**config.mk**
```make
export PLATFORM = sky130hd
export DESIGN_NAME = integer_to_ascii_radix_core
export DESIGN_NICKNAME = d
export VERILOG_FILES = /design/src/rtl/core/itoar_pkg.sv /design/src/rtl/core/integer_to_ascii_radix_core.sv /design/src/rtl/core/itoar_dabble.sv /design/src/rtl/core/itoar_emit.sv
export VERILOG_INCLUDE_DIRS = /design/src /design/src/rtl/core
export SDC_FILE = /design/constraint.sdc
export NUM_CORES = 1
export LEC_CHECK = 0
export BUFFER_PORTS_ARGS = -buffer_cell sky130_fd_sc_hd__buf_2
export CAP_MARGIN = 5
export CORE_ASPECT_RATIO = 1.25
export CORE_UTILIZATION = 50
export CTS_CLUSTER_DIAMETER = 100
export DETAILED_ROUTE_END_ITERATION = 10
export MAX_ROUTING_LAYER = met4
export PLACE_DENSITY = 0.69
export SYNTH_ARGS = -nofsm -noshare
export SYNTH_HDL_FRONTEND = slang
export SYNTH_SLANG_ARGS = --single-unit
```
**constraint.sdc**
```tcl
create_clock -name clk_i -period 6.1 [get_ports clk_i]
set_input_delay 1.22 -clock clk_i [delete_from_list [all_inputs] [get_ports clk_i]]
set_output_delay 1.22 -clock clk_i [all_outputs]
set_load 0.01 [all_outputs]
```
**src/rtl/core/assert_macros.svh**
```systemverilog
// ----------------------------------------------------------------------------
// Assertion macros
// Shared concurrent assertion forms, clocked on clk_i, disabled in reset.
// ----------------------------------------------------------------------------
`ifndef ASSERT_MACROS_SVH
`define ASSERT_MACROS_SVH

// The property must hold at every clock edge outside reset.
`define ITOAR_ASSERT(lbl, prop) \
  lbl: assert property (@(posedge clk_i) disable iff (!rst_ni) (prop)) \
    else $error("assertion failed");

// The condition must never be true at a clock edge outside reset.
`define ITOAR_NEVER(lbl, cond) \
  lbl: assert property (@(posedge clk_i) disable iff (!rst_ni) !(cond)) \
    else $error("forbidden condition seen");

`endif

```
**src/rtl/core/itoar_pkg.sv**
```systemverilog
`timescale 1ns / 1ps
// ----------------------------------------------------------------------------
// Integer to ASCII package
// Transaction types, mode codes and the digit to character mapping.
// ----------------------------------------------------------------------------
package itoar_pkg;

  localparam int unsigned DecBits   = 32;
  localparam int unsigned DecDigits = 10;
  localparam int unsigned HexDigits = 16;
  localparam int unsigned BcdWidth  = 4 * DecDigits;
  localparam int unsigned DigWidth  = 4 * HexDigits;
  localparam int unsigned CntWidth  = $clog2(HexDigits + 1);

  localparam logic [1:0] OP_SDEC = 2'd0;
  localparam logic [1:0] OP_UDEC = 2'd1;
  localparam logic [1:0] OP_HEXL = 2'd2;
  localparam logic [1:0] OP_HEXU = 2'd3;

  localparam logic [7:0] CHAR_ZERO  = 8'd48;
  localparam logic [7:0] CHAR_MINUS = 8'd45;
  localparam logic [7:0] CHAR_LOWA  = 8'd97;
  localparam logic [7:0] CHAR_UPA   = 8'd65;

  typedef struct packed {
    logic [1:0]  op;
    logic [63:0] value;
    logic        halted;
  } cmd_t;

  typedef struct packed {
    logic [7:0] character;
    logic [3:0] position;
    logic       last;
  } result_t;

  // Load request from the control into the character emitter.
  typedef struct packed {
    logic                load;
    logic [DigWidth-1:0] digits;
    logic [CntWidth-1:0] count;
    logic                neg;
    logic                upper;
  } emit_cmd_t;

  function automatic logic [7:0] digit_char(input logic [3:0] nib, input logic upper);
    logic [7:0] ch;
    if (nib < 4'd10) begin
      ch = CHAR_ZERO + {4'd0, nib};
    end else if (upper) begin
      ch = CHAR_UPA + {4'd0, nib - 4'd10};
    end else begin
      ch = CHAR_LOWA + {4'd0, nib - 4'd10};
    end
    return ch;
  endfunction

endpackage

```
**src/rtl/core/integer_to_ascii_radix_core.sv**
```systemverilog
`timescale 1ns / 1ps
// A hex transaction is loaded into the emitter when accepted; the emitter skips its leading
// zero digits before the first character; decimal adds the BCD conversion and hand-off.
// Only one transaction is handled at a time: busy stays high from acceptance until the last
// character is sent (a halted transaction leaves the block idle); the pace is set by the
// one-bit-per-cycle BCD shift register and the one-digit-per-cycle emitter.
// Reset (rst_ni low, asynchronous) returns to idle; results cannot be stalled.
// ----------------------------------------------------------------------------
// Integer to ASCII radix converter
// Prints a 32-bit decimal or 64-bit hex value as ASCII, one character a cycle.
// ----------------------------------------------------------------------------
`include "assert_macros.svh"

module integer_to_ascii_radix_core (
  input  logic               clk_i,
  input  logic               rst_ni,
  input  logic               start,
  output logic               busy,
  input  itoar_pkg::cmd_t    cmd_i,
  output logic               strobe_o,
  output itoar_pkg::result_t result_o
);

  // Controller states. In ST_CONV the BCD converter is shifting the
  // magnitude; in ST_EMIT the emitter is sending characters.
  localparam logic [1:0] ST_IDLE = 2'd0;
  localparam logic [1:0] ST_CONV = 2'd1;
  localparam logic [1:0] ST_EMIT = 2'd2;

  logic [1:0] state_q, state_d;
  logic       neg_q, neg_d;

  logic                                accept;
  logic                                is_dec, is_neg;
  logic [itoar_pkg::DecBits-1:0]       low, mag;
  logic                                dab_load, dab_done;
  logic [itoar_pkg::BcdWidth-1:0]      bcd;
  itoar_pkg::emit_cmd_t                emit_cmd;
  logic                                emit_done;

  assign accept = start && !busy;
  assign busy   = (state_q != ST_IDLE);

  // Decimal modes use only the low word; signed mode prints the two's
  // complement magnitude, which also covers the most negative value.
  assign is_dec = (cmd_i.op == itoar_pkg::OP_SDEC) || (cmd_i.op == itoar_pkg::OP_UDEC);
  assign low    = cmd_i.value[itoar_pkg::DecBits-1:0];
  assign is_neg = (cmd_i.op == itoar_pkg::OP_SDEC) && low[itoar_pkg::DecBits-1];
  assign mag    = is_neg ? (~low + itoar_pkg::DecBits'(1)) : low;

  assign dab_load = accept && !cmd_i.halted && is_dec;

  // The emitter is loaded directly for hex, or with the finished BCD word
  // (ten digits placed at the top of the digit register) for decimal.
  always_comb begin
    emit_cmd.load   = dab_done || (accept && !cmd_i.halted && !is_dec);
    emit_cmd.digits = cmd_i.value;
    emit_cmd.count  = itoar_pkg::CntWidth'(itoar_pkg::HexDigits);
    emit_cmd.neg    = 1'b0;
    emit_cmd.upper  = (cmd_i.op == itoar_pkg::OP_HEXU);
    if (dab_done) begin
      emit_cmd.digits = {bcd, {(itoar_pkg::DigWidth - itoar_pkg::BcdWidth){1'b0}}};
      emit_cmd.count  = itoar_pkg::CntWidth'(itoar_pkg::DecDigits);
      emit_cmd.neg    = neg_q;
      emit_cmd.upper  = 1'b0;
    end
  end

  always_comb begin
    state_d = state_q;
    neg_d   = neg_q;
    unique case (state_q)
      ST_IDLE: begin
        // A halted transaction is accepted and produces no characters.
        if (accept && !cmd_i.halted) begin
          if (is_dec) begin
            state_d = ST_CONV;
            neg_d   = is_neg;
          end else begin
            state_d = ST_EMIT;
          end
        end
      end
      ST_CONV: begin
        if (dab_done) begin
          state_d = ST_EMIT;
        end
      end
      ST_EMIT: begin
        if (emit_done) begin
          state_d = ST_IDLE;
        end
      end
      default: begin
        state_d = ST_IDLE;
      end
    endcase
  end

  always_ff @(posedge clk_i or negedge rst_ni) begin
    if (!rst_ni) begin
      state_q <= ST_IDLE;
      neg_q   <= 1'b0;
    end else begin
      state_q <= state_d;
      neg_q   <= neg_d;
    end
  end

  itoar_dabble u_dabble (
    .clk_i  (clk_i),
    .rst_ni (rst_ni),
    .load_i (dab_load),
    .mag_i  (mag),
    .done_o (dab_done),
    .bcd_o  (bcd)
  );

  itoar_emit u_emit (
    .clk_i    (clk_i),
    .rst_ni   (rst_ni),
    .cmd_i    (emit_cmd),
    .strobe_o (strobe_o),
    .result_o (result_o),
    .done_o   (emit_done)
  );

  // Characters only appear while the emitter owns the transaction.
  `ITOAR_ASSERT(a_strobe_in_emit, strobe_o |-> (state_q == ST_EMIT))
  // The final character of a run frees the block in the next cycle.
  `ITOAR_ASSERT(a_last_frees, (strobe_o && result_o.last) |=> !busy)
  // A halted transaction leaves the block idle.
  `ITOAR_ASSERT(a_halt_idle, (accept && cmd_i.halted) |=> !busy)
  // The BCD result only completes during the conversion phase.
  `ITOAR_NEVER(a_dab_done_phase, dab_done && (state_q != ST_CONV))

endmodule

```
**src/rtl/core/itoar_dabble.sv**
```systemverilog
`timescale 1ns / 1ps
// ----------------------------------------------------------------------------
// Bit-serial binary to BCD converter
// Shifts a 32-bit magnitude in one bit per cycle with add-3 correction.
// ----------------------------------------------------------------------------
module itoar_dabble (
  input  logic                               clk_i,
  input  logic                               rst_ni,
  input  logic                               load_i,
  input  logic [itoar_pkg::DecBits-1:0]      mag_i,
  output logic                               done_o,
  output logic [itoar_pkg::BcdWidth-1:0]     bcd_o
);

  localparam int unsigned BitCntW = $clog2(itoar_pkg::DecBits);

  logic [itoar_pkg::DecBits-1:0]  sr_q;
  logic [itoar_pkg::BcdWidth-1:0] bcd_q, adj;
  logic [BitCntW-1:0]             cnt_q;
  logic                           run_q, done_q;

  always_comb begin
    for (int i = 0; i < int'(itoar_pkg::DecDigits); i++) begin
      adj[4*i +: 4] = (bcd_q[4*i +: 4] >= 4'd5) ? bcd_q[4*i +: 4] + 4'd3
                                                 : bcd_q[4*i +: 4];
    end
  end

  always_ff @(posedge clk_i or negedge rst_ni) begin
    if (!rst_ni) begin
      run_q  <= 1'b0;
      done_q <= 1'b0;
      cnt_q  <= '0;
    end else begin
      done_q <= 1'b0;
      if (load_i) begin
        run_q <= 1'b1;
        cnt_q <= '0;
      end else if (run_q) begin
        cnt_q <= cnt_q + BitCntW'(1);
        if (cnt_q == BitCntW'(itoar_pkg::DecBits - 1)) begin
          run_q  <= 1'b0;
          done_q <= 1'b1;
        end
      end
    end
  end

  always_ff @(posedge clk_i) begin
    if (load_i) begin
      sr_q  <= mag_i;
      bcd_q <= '0;
    end else if (run_q) begin
      sr_q  <= {sr_q[itoar_pkg::DecBits-2:0], 1'b0};
      bcd_q <= {adj[itoar_pkg::BcdWidth-2:0], sr_q[itoar_pkg::DecBits-1]};
    end
  end

  assign done_o = done_q;
  assign bcd_o  = bcd_q;

endmodule

```
**src/rtl/core/itoar_emit.sv**
```systemverilog
`timescale 1ns / 1ps
// ----------------------------------------------------------------------------
// Character emitter
// Shifts out one digit per cycle, dropping leading zeros, with sign and index.
// ----------------------------------------------------------------------------
module itoar_emit (
  input  logic                  clk_i,
  input  logic                  rst_ni,
  input  itoar_pkg::emit_cmd_t  cmd_i,
  output logic                  strobe_o,
  output itoar_pkg::result_t    result_o,
  output logic                  done_o
);

  localparam int unsigned DW = itoar_pkg::DigWidth;
  localparam int unsigned CW = itoar_pkg::CntWidth;

  logic [DW-1:0] dig_q;
  logic [CW-1:0] cnt_q;
  logic [3:0]    pos_q;
  logic          neg_q, upper_q, started_q, active_q;
  logic [3:0]    top_nib;
  logic          skip, last;

  assign top_nib = dig_q[DW-1 -: 4];
  assign skip    = !started_q && (top_nib == 4'd0) && (cnt_q > CW'(1));
  assign last    = !neg_q && (cnt_q == CW'(1));

  always_ff @(posedge clk_i or negedge rst_ni) begin
    if (!rst_ni) begin
      active_q  <= 1'b0;
      neg_q     <= 1'b0;
      started_q <= 1'b0;
      cnt_q     <= '0;
      pos_q     <= '0;
    end else if (cmd_i.load) begin
      active_q  <= 1'b1;
      neg_q     <= cmd_i.neg;
      started_q <= 1'b0;
      cnt_q     <= cmd_i.count;
      pos_q     <= '0;
    end else if (active_q && !skip) begin
      pos_q <= pos_q + 4'd1;
      if (neg_q) begin
        neg_q <= 1'b0;
      end else begin
        started_q <= 1'b1;
        cnt_q     <= cnt_q - CW'(1);
        if (last) begin
          active_q <= 1'b0;
        end
      end
    end else if (active_q) begin
      cnt_q <= cnt_q - CW'(1);
    end
  end

  always_ff @(posedge clk_i) begin
    if (cmd_i.load) begin
      dig_q   <= cmd_i.digits;
      upper_q <= cmd_i.upper;
    end else if (active_q && !neg_q) begin
      dig_q <= {dig_q[DW-5:0], 4'd0};
    end else if (active_q && skip) begin
      dig_q <= {dig_q[DW-5:0], 4'd0};
    end
  end

  assign strobe_o           = active_q && !skip;
  assign result_o.character = neg_q ? itoar_pkg::CHAR_MINUS
                                    : itoar_pkg::digit_char(top_nib, upper_q);
  assign result_o.position  = pos_q;
  assign result_o.last      = last;
  assign done_o             = strobe_o && last;

endmodule

```
==> run summary, run 1 <==
The flow ran to the end, and the final reports show no timing, DRC or antenna violations. The first global-routing pass estimated 29.5 mm of wire. The nature of the critical path startpoint is a flip-flop. In the finished design, the share of the clock period the worst path needs comes to 56.9%.

Of the cells placed in the final design, the portion with a size suffix greater than 1 is 14.5%. The tool flagged a number of max-cap violations equal to 0. Via count of the first global-routing pass: 6151.

The routed wirelength normalized by instance count is 15.3 um. In this run, flip-flops and latches consume 43.8% of the power. The largest fanout of any net on the critical path works out to 5.

For this design the total switching power over the nets is 1.72 mW. The data required time of the worst path is 4.88 ns. The tools report the static leakage power as 4.26 nW. The internal power of the cells totals 3.23 mW. The minimum clock period came out at 3.47 ns. The die is 119 um wide. After synthesis, the share of flip-flops with an asynchronous set or reset is 13.8%.

The final hold violation count was 0; the final-stage net count was 1045. The detail-routed via count per cell was 5.44; the placed cell count was 1147. Setup violations remaining at the end of the flow were counted as 0. Entering global routing, the biggest net connects 107 pins. For this run, the number of Yosys warnings is 0. The class of the tightest hold or removal check was reg2reg. Global routing finished with a remaining overflow of 0.

Initial antenna violation count: 0. The worst setup path is captured at an output port. Once the floorplan was initialized, standard cells occupied 51.2% of the core. The tools report the synthesized instance count as 886. The first detailed-routing pass took 4 iterations. The number of post-CTS setup repair buffers was 0; the fill cell instance count of the final layout was 1500.

Detailed placement ended at an HPWL of 12.3 mm. Derived from the worst setup path, the maximum achievable clock frequency is 0.288 GHz. Endpoint arrival time on the critical path: 2.25 ns. Summing over every cut layer, the via total after detailed routing is 6416. The core region is 16800 sq um. The H-tree generated during clock tree synthesis spans 4 levels. The tools report the count of final max-slew check failures as 0. The root cell of the clock tree was sky130_fd_sc_hd__clkbuf_16. The worst IR drop on VDD came out at 0.236 mV. Counting flops with a built-in enable in the synthesized netlist gives 97.

After clock tree synthesis, the flow added hold-fix buffers numbering 0. The portion of total power attributed to the clock network was 21.7%; the headroom to the max-slew limit was 28.5%. When the netlist entered floorplanning its net count stood at 985. Power spread over the standard cell area amounts to 508 nW/um^2. Row generation in the floorplan step produced 53 rows.

The longest clock path from root to sink contains 2 buffers. The tools report the clock insertion delay at the later pin of the skew report as 0.43 ns. For the final database, setup skew stands at 0.0103 ns.

The actual transition at the worst max-transition pin was 1.07 ns; the count of buffers inserted at the top-level ports was 83. Global routing used 21.8% of the available tracks across all layers. The number of violations reported at the end of detailed-routing iteration 0 is 466, and the number of flip-flops and latches in the synthesized netlist is 159. The share of power burned in combinational logic is 34.5%. The tools report the number of buffers created by CTS as 17. Leaving out filler cells and counting taps, the final layout contains 1179. The floorplan step defined a die boundary enclosing 17700 sq um.

The area growth from synthesis to layout is 13.5%. Setup repair after global routing left no endpoint under its margin. The synthesized netlist contains 58 unique library cells. The number of antenna-violating nets in the routed design was 0. For this design the top-level I/O count stands at 85. The most used flip-flop cell after synthesis is sky130_fd_sc_hd__edfxtp_1. The post-route setup TNS was 0 ns. The quantity of gates resized following cts is 0.

Summing all flip-flop and latch instances after layout gives 4270 sq um. After detailed routing, the number of remaining DRC violations is 0. The critical path is of the reg2out type. The die is 148 um tall. The tools report the final weighted congestion in routability-driven placement as 0.819. Net switching is 34.7% of the power. The clock-pin slew reported for the worst setup and hold paths after clock tree synthesis was 0.06 ns; the portion of the post-synthesis area used by sequential elements was 49.7%. In this run the cell area of the synthesized design comes to 8580 sq um.

TritonCTS built the clock tree. The number of antenna diodes was 0. Sink count of the clock tree: 159. The tools report the multi-input combinational cell area as 4010 sq um.

The tools report the overall routed net length as 18.0 mm. A synthesized cell averages 9.69 sq um.
-- metrics by stage --
| step | hold WS [ns] | cell area (sq um) | power (mW) | setup WS (ns) | utilization, % |
|---|---|---|---|---|---|
| 2_1_floorplan | 0.445 | 8580 | 3.45 | 2.38 | - |
| 3_3_place_gp | 0.458 | 9150 | 3.85 | 2.43 | 54.5 |
| 3_5_place_dp | 0.469 | 9150 | 3.92 | 2.43 | 54.5 |
| 4_1_cts | 0.492 | 9740 | 5.00 | 2.58 | 58.1 |
| 5_1_grt | 0.518 | 9740 | 5.34 | 2.46 | 58.1 |
| 6_report | 0.493 | 9740 | 4.95 | 2.63 | 58.1 |
-- kinds of logic (layout without fill, tap and decap cells) --
logic type | after synthesis | after routing | share of synthesized area [%]
AOI/OAI and AO/OA | 199 | 199 | 13.2
xor gates and xnor gates | 51 | 51 | 5.20
adders and majority gates | 29 | 29 | 4.23
buffers and inverters | 84 | 157 | 3.86
DFF | 159 | 159 | 49.7
muxes | 67 | 67 | 7.81
other | 1 | 1 | 0.0437
and+or+nand+nor | 296 | 296 | 15.9
-- state kept, by name, summed over array words and instances, names as in the netlist, 2 cells and up --
name	cells
u_emit.cnt_q	5
u_dabble.cnt_q	5
u_emit.pos_q	4
u_emit.dig_q	64
u_dabble.bcd_o	40
state_q	2
u_dabble.sr_q	32
-- routing by layer --
layer	GRT usage (%)	share of wire [%]	wire, um	vias to the layer above
met4	7.22	1.6	293	0
li1	-	-	-	3239
met2	38.3	52	9330	103
met1	24.9	43	7760	3052
met3	4.33	3.3	592	22
met5	-	0	0	-
-- area by class of cell --
class / count / share of cell area [%]
well taps: 220 / 2.82
clock buffers: 17 / 4.37
flip-flops and latches: 159 / 43.8
multi-input cells: 643 / 41.1
inverters: 35 / 1.35
clock inverters: 15 / 1.75
repair buffers: 90 / 4.80
-- cells in the mapped netlist, types with 4 or more instances --
cell type | count | area (sq um)
sky130_fd_sc_hd__a21o_1 | 4 | 30.0
sky130_fd_sc_hd__edfxtp_1 | 97 | 2910
sky130_fd_sc_hd__nor2_1 | 55 | 206
sky130_fd_sc_hd__ha_1 | 29 | 363
sky130_fd_sc_hd__dfxtp_1 | 40 | 801
sky130_fd_sc_hd__and2_1 | 4 | 25.0
sky130_fd_sc_hd__nor3b_1 | 5 | 37.5
sky130_fd_sc_hd__a31oi_1 | 4 | 25.0
sky130_fd_sc_hd__buf_2 | 7 | 35.0
sky130_fd_sc_hd__and3_1 | 7 | 43.8
sky130_fd_sc_hd__nor3_1 | 11 | 55.1
sky130_fd_sc_hd__o21ai_0 | 76 | 380
sky130_fd_sc_hd__o31ai_1 | 9 | 67.6
sky130_fd_sc_hd__clkbuf_1 | 36 | 135
sky130_fd_sc_hd__mux2i_1 | 67 | 671
sky130_fd_sc_hd__nand3_1 | 22 | 110
sky130_fd_sc_hd__o21ai_1 | 20 | 100
sky130_fd_sc_hd__dfrtp_1 | 22 | 551
sky130_fd_sc_hd__nand2_1 | 149 | 559
sky130_fd_sc_hd__inv_1 | 35 | 131
sky130_fd_sc_hd__o211ai_1 | 8 | 60.1
sky130_fd_sc_hd__a21oi_1 | 63 | 315
sky130_fd_sc_hd__buf_1 | 4 | 15.0
sky130_fd_sc_hd__xnor2_1 | 27 | 236
sky130_fd_sc_hd__nand2b_1 | 14 | 87.6
sky130_fd_sc_hd__nor4_1 | 4 | 25.0
sky130_fd_sc_hd__nand4_1 | 4 | 25.0
sky130_fd_sc_hd__xor2_1 | 24 | 210
-- worst max-delay path, cell delays in order, from the launching register on --
cell and delay (ns):
sky130_fd_sc_hd__edfxtp_1 0.44, sky130_fd_sc_hd__inv_1 0.15, sky130_fd_sc_hd__ha_1 0.16, sky130_fd_sc_hd__or4b_4 0.48
sky130_fd_sc_hd__a21o_2 0.23, sky130_fd_sc_hd__nand2_1 0.18, sky130_fd_sc_hd__inv_1 0.05, sky130_fd_sc_hd__buf_2 0.13
-- cells in the final DEF (no fill, tap or decap), types with 7 or more instances in the layout --
master / Yosys / final
sky130_fd_sc_hd__nor3_1: 11 / 11
sky130_fd_sc_hd__nand2_1: 149 / 148
sky130_fd_sc_hd__dfrtp_1: 22 / 20
sky130_fd_sc_hd__nand2b_1: 14 / 13
sky130_fd_sc_hd__buf_2: 7 / 83
sky130_fd_sc_hd__mux2i_1: 67 / 67
sky130_fd_sc_hd__dfxtp_1: 40 / 40
sky130_fd_sc_hd__and3_1: 7 / 7
sky130_fd_sc_hd__inv_1: 35 / 35
sky130_fd_sc_hd__o31ai_1: 9 / 9
sky130_fd_sc_hd__o21ai_0: 76 / 76
sky130_fd_sc_hd__xor2_1: 24 / 24
sky130_fd_sc_hd__nor2_1: 55 / 55
sky130_fd_sc_hd__buf_4: 2 / 7
sky130_fd_sc_hd__ha_1: 29 / 29
sky130_fd_sc_hd__nand3_1: 22 / 22
sky130_fd_sc_hd__o211ai_1: 8 / 8
sky130_fd_sc_hd__a21oi_1: 63 / 63
sky130_fd_sc_hd__clkbuf_16: 0 / 17
sky130_fd_sc_hd__o21ai_1: 20 / 20
sky130_fd_sc_hd__xnor2_1: 27 / 27
sky130_fd_sc_hd__edfxtp_1: 97 / 97
-- path summary, 6_finish.rpt --
| path | startpoint | endpoint | slack (ns) | cells after the start |
|---|---|---|---|---|
| setup reg to reg | u_emit.dig_q[61] | u_emit.dig_q[10] | 2.85 | 6 |
| hold reg to reg | u_dabble.bcd_o[39] | u_dabble.bcd_o[39] | 0.49 | 2 |
| max in group asynchronous | rst_ni | u_dabble.run_q | 4.97 | 1 |
| min in group asynchronous | rst_ni | u_emit.pos_q[0] | 0.76 | 1 |
| setup / recovery | u_emit.dig_q[61] | strobe_o | 2.63 | 7 |
| hold / removal | u_dabble.bcd_o[39] | u_dabble.bcd_o[39] | 0.49 | 2 |
-- power by group through the flow --
stage / clock [mW] / combinational [mW] / sequential [mW]
after floorplan: 0 / 1.35 / 2.09
after global placement: 0 / 1.67 / 2.17
after detailed placement: 0 / 1.73 / 2.19
after CTS: 1.09 / 1.74 / 2.17
after global routing: 1.13 / 1.97 / 2.24
final: 1.07 / 1.71 / 2.17
No activity file was read; power rests on OpenSTA's default activity.
==> run 2: changes to the inputs <==
- clock period: 6.1 -> 3.3 ns (I/O delays scaled with it)
==> run 2 against run 1 <==
Effect of this change:
- flip-flop and latch count stayed put
- final cell count grew 0.59%
- critical path depth is the same
- die area did not move
- via count increased by 0.48%
- non-clock buffer count is 7 higher
- design area grew 0.13%
- clock power rose by 67%
- register-to-register slack got worse by 2.1 ns
- largest cell class unchanged
- largest power group unchanged
==> run summary, run 2 (synthesized netlist as in run 1, its figures left out) <==
The die outline height came out at 148 um (unchanged). The count of hold-fix buffers inserted at cts is 0 (unchanged), and the number of post-CTS setup repair buffers is 0 (unchanged). The power density over the cells is 919 nW/um^2 (+81%). The final hold violation count was 0 (unchanged); the area growth from synthesis to layout was 13.7%.

The run gives 0.00711 ns (-0.00323 ns) as the setup clock skew after layout. The run gives 16800 sq um (unchanged) as the floorplan core area. The logs give 380 (-18%) for the number of violations reported at the end of detailed-routing iteration 0 and 53 (unchanged) for the number of placement rows.

The tools report the post-route setup TNS as 0 ns (unchanged). Number of antenna diodes: 0 (unchanged). The total half-perimeter wirelength after legalization and detailed placement was 12.2 mm (-0.64%).

The count of non-filler cells in the finished layout is 1186 (+0.59%), and the top achievable clock speed is 0.345 GHz. The critical path is of the reg2out type. The run gives 5 (+1) as the number of search-and-repair iterations in the first detailed-routing pass.

Routed wirelength normalized by instance count: 14.8 um (-3.0%). The run gives 4 (unchanged) as the depth of the CTS H-tree. The logs give 85 (unchanged) for the number of placed I/O pins and 0 (unchanged) for the quantity of gates resized following cts.

The global-route wire length before repair was 29.4 mm (-0.26%); the count of final max-slew check failures was 0 (unchanged). For the static leakage power, the log shows 4.26 nW (+0.11%). In the layout the commonest cells are 148 x sky130_fd_sc_hd__nand2_1, 97 x sky130_fd_sc_hd__edfxtp_1, 83 x sky130_fd_sc_hd__buf_2. The maximum count of clock buffers along a single path came out at 2 (unchanged). The final-stage net count came out at 1052 (+0.67%). The actual transition at the worst max-transition pin is 0.750 ns (-0.323 ns).

The minimum clock period is 2.90 ns, and the aggregate global routing overflow is 0 (unchanged). Count of buffers inserted at the top-level ports: 83 (unchanged). The layout cell share with drive strength beyond 1 was 15.2% (+0.72 points).

The maximum number of pins on one net before global-route repair was 57 (-47%). The run finished with clean final reports. The tools report the number of buffers created by CTS as 17 (unchanged). The class of the tightest hold or removal check was in2async. The total global routing track utilization was 21.6% (-0.20 points); the die outline width was 119 um (unchanged). Initial antenna violation count: 0 (unchanged). Largest fanout of any net on the critical path: 5 (unchanged).

The library cell used most frequently in the layout, excluding fill and tap cells, is sky130_fd_sc_hd__nand2_1. The sink count of the clock tree was 159 (unchanged). The tools report the die footprint as 17700 sq um (unchanged). The worst setup path is captured at an output port.

The number of setup violations in the final report was 0 (unchanged); the headroom to the max-slew limit was 50.0% (+22 points). Setup repair after global routing left no endpoint under its margin. Ranked by flip-flop count, first place goes to u_emit.dig_q. The run gives 17.5 mm (-2.4%) as the overall routed net length. The nature of the critical path startpoint was a flip-flop.

The run gives 0.811 (-0.94%) as the final weighted congestion in routability-driven placement. The run gives 1154 (+0.61%) as the placed cell count. The total via count after detailed routing was 6447 (+0.48%); the number of antenna-violating nets in the routed design was 0 (unchanged).

The detail-routed via count per cell is 5.44 (-0.11%). The via count of the first global-routing pass was 6237 (+1.4%); the effective utilization at floorplan was 51.2% (unchanged). The slack of the worst reg-to-reg path was 0.78 ns (-2.07 ns); the endpoint arrival time on the critical path was 2.24 ns (about the same). The logs give 2.64 ns (-2.24 ns) for the data required time of the worst path and 0.42 ns (about the same) for the clock insertion delay at the later pin of the skew report. TritonCTS built the clock tree. For the max-capacitance violation count, the log shows 0 (unchanged). For the number of remaining DRC errors, the log shows 0 (unchanged). In this run the clock root is driven by a sky130_fd_sc_hd__clkbuf_16. The share of the clock period used by the worst path is 87.9%.

The number of flip-flops under the largest register name works out to 64 (unchanged). The clock-pin slew reported for the worst setup and hold paths after clock tree synthesis works out to 0.07 ns (about the same). The worst IR drop on VDD is 0.369 mV (+57%).
## run 2: changes by cell type in the layout (fill, tap and decap cells not counted), moves of 3 or more
cell	previous run	this run
sky130_fd_sc_hd__bufinv_16	3	0
sky130_fd_sc_hd__clkinv_2	4	1
sky130_fd_sc_hd__clkinv_4	2	6
sky130_fd_sc_hd__buf_4	7	13
## run 2: layout make-up
cell class / instances / area (sq um)
inverters: 35 / 131
clock inverters: 15 / 118
repair buffers: 97 / 533
flip-flops and latches: 159 / 4270
clock buffers: 17 / 425
multi-input cells: 643 / 4010
well taps: 220 / 275
fillers: 1515 / 7020
## run 2: path summary, 6_finish.rpt
path,start,endpoint,depth (start not counted)
setup / recovery,u_emit.dig_q[61],strobe_o,7
hold / removal,rst_ni,u_emit.active_q,1
setup reg to reg,u_emit.dig_q[61],u_emit.dig_q[42],6
hold reg to reg,u_dabble.bcd_o[39],u_dabble.bcd_o[39],2
max in group asynchronous,rst_ni,u_dabble.run_q,1
min in group clk_i,u_dabble.bcd_o[39],u_dabble.bcd_o[39],2
## run 2: per-stage QoR
stage | power, mW | hold WS, ns | setup WS [ns] | utilization [%] | area [sq um]
2_1_floorplan | 6.36 | 0.364 | 0.485 | - | 8590
3_3_place_gp | 7.12 | 0.464 | 0.708 | 54.9 | 9210
3_5_place_dp | 7.25 | 0.472 | 0.658 | 54.9 | 9210
4_1_cts | 9.07 | 0.208 | 0.382 | 58.2 | 9760
5_1_grt | 9.74 | 0.236 | 0.255 | 58.2 | 9760
6_report | 8.97 | 0.210 | 0.399 | 58.2 | 9760
## run 2: worst max-delay path: stages (launching register included)
cell,delay [ns]
sky130_fd_sc_hd__edfxtp_1,0.43
sky130_fd_sc_hd__inv_1,0.14
sky130_fd_sc_hd__ha_1,0.16
sky130_fd_sc_hd__or4b_4,0.49
sky130_fd_sc_hd__a21o_2,0.23
sky130_fd_sc_hd__nand2_1,0.17
sky130_fd_sc_hd__inv_1,0.05
sky130_fd_sc_hd__buf_2,0.14
## run 2: report_power, final
group	switching, mW	total, mW	internal [mW]
sequential	0.597	3.98	3.38
clock	0.825	1.79	0.967
combinational	1.77	3.20	1.43
## run 2: layer usage
layer	global-route usage, %	vias up	wire length (um)
li1	-	3254	-
met1	25.5	3029	7390
met2	36.3	135	9050
met3	4.06	29	716
met4	9.18	0	395
met5	-	-	0
==> run 3: changes to the inputs <==
- SYNTH_HIERARCHICAL: unset -> 1
==> run 3 against run 2 <==
Effect of this change:
- critical path depth unchanged
- clock skew increased by 0.0027 ns
- combinational power increased by 9.1%
- non-clock buffer count unchanged
- largest cell class is now multi-input combinational cells
==> run summary, run 3 <==
The portion of the post-synthesis area used by sequential elements was 45.8% (-3.9 points). Largest fanout of any net on the critical path: 10 (+5). The tools report the count of hold-fix buffers inserted at cts as 0 (unchanged). The mean instance size in the synthesized netlist works out to 11.0 sq um (+14%). The minimum clock period was 2.99 ns (+0.0896 ns).

The floorplan core area came out at 18200 sq um (+8.3%). The post-route setup TNS was 0 ns (unchanged); the endpoint arrival time on the critical path was 2.33 ns (+0.09 ns). The category of the most critical setup path is reg2out.

The tools report the global-route wire length before repair as 32.2 mm (+9.6%). The slack of the worst reg-to-reg path came out at 0.67 ns (-0.11 ns). Traced cell by cell, the critical path runs through inv_1 -> ha_1 -> or4b_4 -> a21oi_2 -> nand2b_1 -> inv_1 -> buf_2. The run gives 6667 (+6.9%) as the via count of the first global-routing pass. The layer flagged by global routing as most heavily used is met2.

The combinational family with the most area after synthesis is multiplexers. The synthesized instance count came out at 846 (-4.5%). The number of placed I/O pins was 85 (unchanged). Counting flops per register, the top entry is u_emit/dig_q. The final hold violation count is 0 (unchanged), and the sink count of the clock tree is 159 (unchanged). For the multi-input combinational cell area, the log shows 4640 sq um (+16%). The tools report the number of placement rows as 55 (+3.8%). The worst hold path belongs to the class in2async. The number of search-and-repair iterations in the first detailed-routing pass is 5 (unchanged).

sky130_fd_sc_hd__mux2_2 is the most common cell in the netlist. The run finished with clean final reports. The routed wirelength normalized by instance count works out to 16.9 um (+14%). The kind of end point of the critical path is an output port. The number of remaining DRC errors came out at 0 (unchanged).

The library cell used most frequently in the layout, excluding fill and tap cells, is sky130_fd_sc_hd__mux2_2. Number of antenna diodes: 0 (unchanged). The actual transition at the worst max-transition pin was 0.655 ns (-0.0955 ns); the max-capacitance violation count was 0 (unchanged). The aggregate global routing overflow was 0 (unchanged); the area growth from synthesis to layout was 12.7%. Count of buffers inserted at the top-level ports: 83 (unchanged).

The initial antenna violation count is 0 (unchanged). TritonCTS built the clock tree. The die outline height was 155 um (+4.1%).

The number of antenna-violating nets in the routed design is 0 (unchanged). The simple-gate share of the synthesized area came out at 13.7% (-2.2 points). By count the netlist is led by 121 x sky130_fd_sc_hd__mux2_2, 97 x sky130_fd_sc_hd__edfxtp_1, 54 x sky130_fd_sc_hd__inv_1. The number of post-CTS setup repair buffers came out at 0 (unchanged). The run gives 0 (unchanged) as the quantity of gates resized following cts. The clock insertion delay at the later pin of the skew report was 0.42 ns (about the same); the final weighted congestion in routability-driven placement was 0.861 (+6.2%).

The clock-pin slew reported for the worst setup and hold paths after clock tree synthesis was 0.06 ns (about the same); the number of distinct library cells after synthesis was 71 (+22%). STA classifies the critical path startpoint as a flip-flop. The tools report the total via count after detailed routing as 6706 (+4.0%).

The run gives 4 (unchanged) as the depth of the CTS H-tree. The library cell appearing most often on the critical path was sky130_fd_sc_hd__inv_1. The post-synthesis async set-or-reset flop share was 13.8% (unchanged).

Setup repair after global routing left no endpoint under its margin. The count of cells along the worst register-to-register path was 6 (unchanged). The tools report the number of warning messages in the yosys log as 6 (+6). Total half-perimeter wirelength after legalization and detailed placement: 13.6 mm (+11%). The static leakage power was 4.06 nW (-4.7%); the power density over the cells was 901 nW/um^2 (-2.0%). The number of flip-flops and latches in the synthesized netlist came out at 159 (unchanged). The number of buffers created by CTS was 17 (unchanged).

The biggest area contributor in the post-synthesis netlist is sky130_fd_sc_hd__edfxtp_1. The run gives 4.09% (+0.029 points) as the global routing met3 resource utilization. Detail-routed via count per cell: 5.78 (+6.3%). The slowest stage of the critical path is the sky130_fd_sc_hd__or4b_4 cell. The top achievable clock speed is 0.334 GHz (-3.0%), and the total global routing track utilization is 22.0% (+0.40 points). The total area of sequential cells was 4270 sq um (unchanged). Number of synthesized flops with an enable pin: 97 (unchanged). Top flip-flop cell by instance count after synthesis: sky130_fd_sc_hd__edfxtp_1. The routing usage on met2 was 35.7% (-0.55 points); the fraction of the mapped netlist area in compound gates was 12.5% (-0.72 points). The number of flip-flops under the largest register name is 64 (unchanged), and the die outline width is 124 um (+4.1%). Count of final max-slew check failures: 0 (unchanged). Root cell of the clock tree: sky130_fd_sc_hd__clkbuf_16. The xor/xnor share of the synthesized area is 3.29% (-1.9 points). The tools report the fill cell instance count of the final layout as 1560 (+3.0%). The fraction of synthesized cell area taken by the top area cell type was 31.3% (-2.6 points). The delay of the slowest cell on the worst path works out to 0.51 ns (+0.02 ns). Die footprint: 19200 sq um (+8.3%). The logs give 9310 sq um (+8.4%) for the synthesized area and 1160 (-2.2%) for the count of non-filler cells in the finished layout. The maximum count of clock buffers along a single path was 2 (unchanged); the layout cell share with drive strength beyond 1 was 30.9% (+16 points).

The adder-cell share of the synthesized area is 3.90% (-0.33 points), and the share of the clock period used by the worst path is 90.6% (+2.7 points). Destination of the worst register-to-register timing path: u_emit/dig_q[26]. The utilization after layout was 57.7% (-0.41 points). The mux cell area share after synthesis works out to 16.2% (+8.4 points). The run gives 19.6 mm (+11%) as the overall routed net length. The tools report the number of violations reported at the end of detailed-routing iteration 0 as 390 (+2.6%). The worst IR drop on VDD came out at 0.420 mV (+14%). Leaving out fill and tap cells, the most frequent cells in the layout are 121 x sky130_fd_sc_hd__mux2_2, 97 x sky130_fd_sc_hd__edfxtp_1, 83 x sky130_fd_sc_hd__buf_2.

The headroom to the max-slew limit was 56.4% (+6.4 points). The maximum number of pins on one net before global-route repair came out at 58 (+1.8%). The data required time of the worst path was 2.64 ns (about the same); the number of setup violations in the final report was 0 (unchanged).

Placed cell count: 1128 (-2.3%). The tools report the met1 routing resource usage after global routing as 27.3% (+1.9 points). The effective utilization at floorplan is 51.2% (+0.073 points). For the final-stage net count, the log shows 1018 (-3.2%). After synthesis, the cell types taking the most area are sky130_fd_sc_hd__edfxtp_1 31%, sky130_fd_sc_hd__mux2_2 15%, sky130_fd_sc_hd__dfxtp_1 8.6%, sky130_fd_sc_hd__dfrtp_1 5.9%, sky130_fd_sc_hd__ha_1 3.9%.

The setup clock skew after layout came out at 0.00978 ns (+0.00267 ns). For the overall power of the completed layout, the log shows 9.46 mW (+5.4%). The startpoint identified for the worst register-to-register timing path is u_emit/dig_q[61].
-- run 3: cell count changes after synthesis, sizes merged, moves of 17 or more --
cell	change
inv	+19
mux2i	-64
a21oi	-23
nand2	-111
clkbuf	-22
xor2	-17
buf	+17
nor2b	+21
o21ai	-41
mux2	+131
-- run 3: power by group --
group	total, mW	internal [mW]	switching (mW)
registers	4.09	3.40	0.688
clock network	1.87	1.10	0.769
logic	3.49	1.75	1.75
total	9.46	6.25	3.20
-- run 3: critical path: cells and delay by family, from the launching register on --
kind	cells	cell delay, ns
AND/OR/NAND/NOR	2	0.70
flip-flops	1	0.42
AO/OA/AOI/OAI	1	0.34
buffers and inverters	3	0.31
adder cells (fa/ha/maj)	1	0.16
-- run 3: how the worst max path moves through the flow --
stage	from	to	slack, ns
finish	u_emit/dig_q[61]	strobe_o	0.31
global route	u_emit/dig_q[61]	strobe_o	0.13
CTS	u_emit/dig_q[61]	strobe_o	0.29
detailed placement	cmd_i[2]	u_dabble/sr_q[10]	0.52
global placement	cmd_i[2]	u_dabble/sr_q[10]	0.66
floorplan	cmd_i[0]	u_emit/dig_q[0]	0.44
-- run 3: cells by family after synthesis --
| group | after synthesis |
|---|---|
| AOI/OAI and AO/OA | 168 |
| xor gates and xnor gates | 35 |
| adders and majority gates | 29 |
| buffers and inverters | 98 |
| DFF | 159 |
| muxes | 134 |
| other | 2 |
| and+or+nand+nor | 221 |
-- run 3: final cells by class --
type / instances / area share (%)
multi-input cells: 590 / 44.2
flip-flops and latches: 159 / 40.7
repair buffers: 97 / 5.20
clock buffers: 19 / 4.13
well taps: 228 / 2.72
inverters: 54 / 1.93
clock inverters: 13 / 1.16
-- run 3: per-layer routing --
metal | vias to the layer above | share of wire (%)
li1 | 3266 | -
met1 | 3240 | 43
met2 | 174 | 51
met3 | 26 | 4.5
met4 | 0 | 1.9
met5 | - | 0
-- run 3: metrics by stage --
stage                     setup slack, ns  cell area, sq um  hold WS, ns
after detailed placement            0.521              9940        0.482
after global placement              0.662              9940        0.468
after CTS                           0.289             10500        0.215
final                               0.309             10500        0.209
after floorplan                     0.439              9310        0.364
after global routing                0.130             10500        0.222
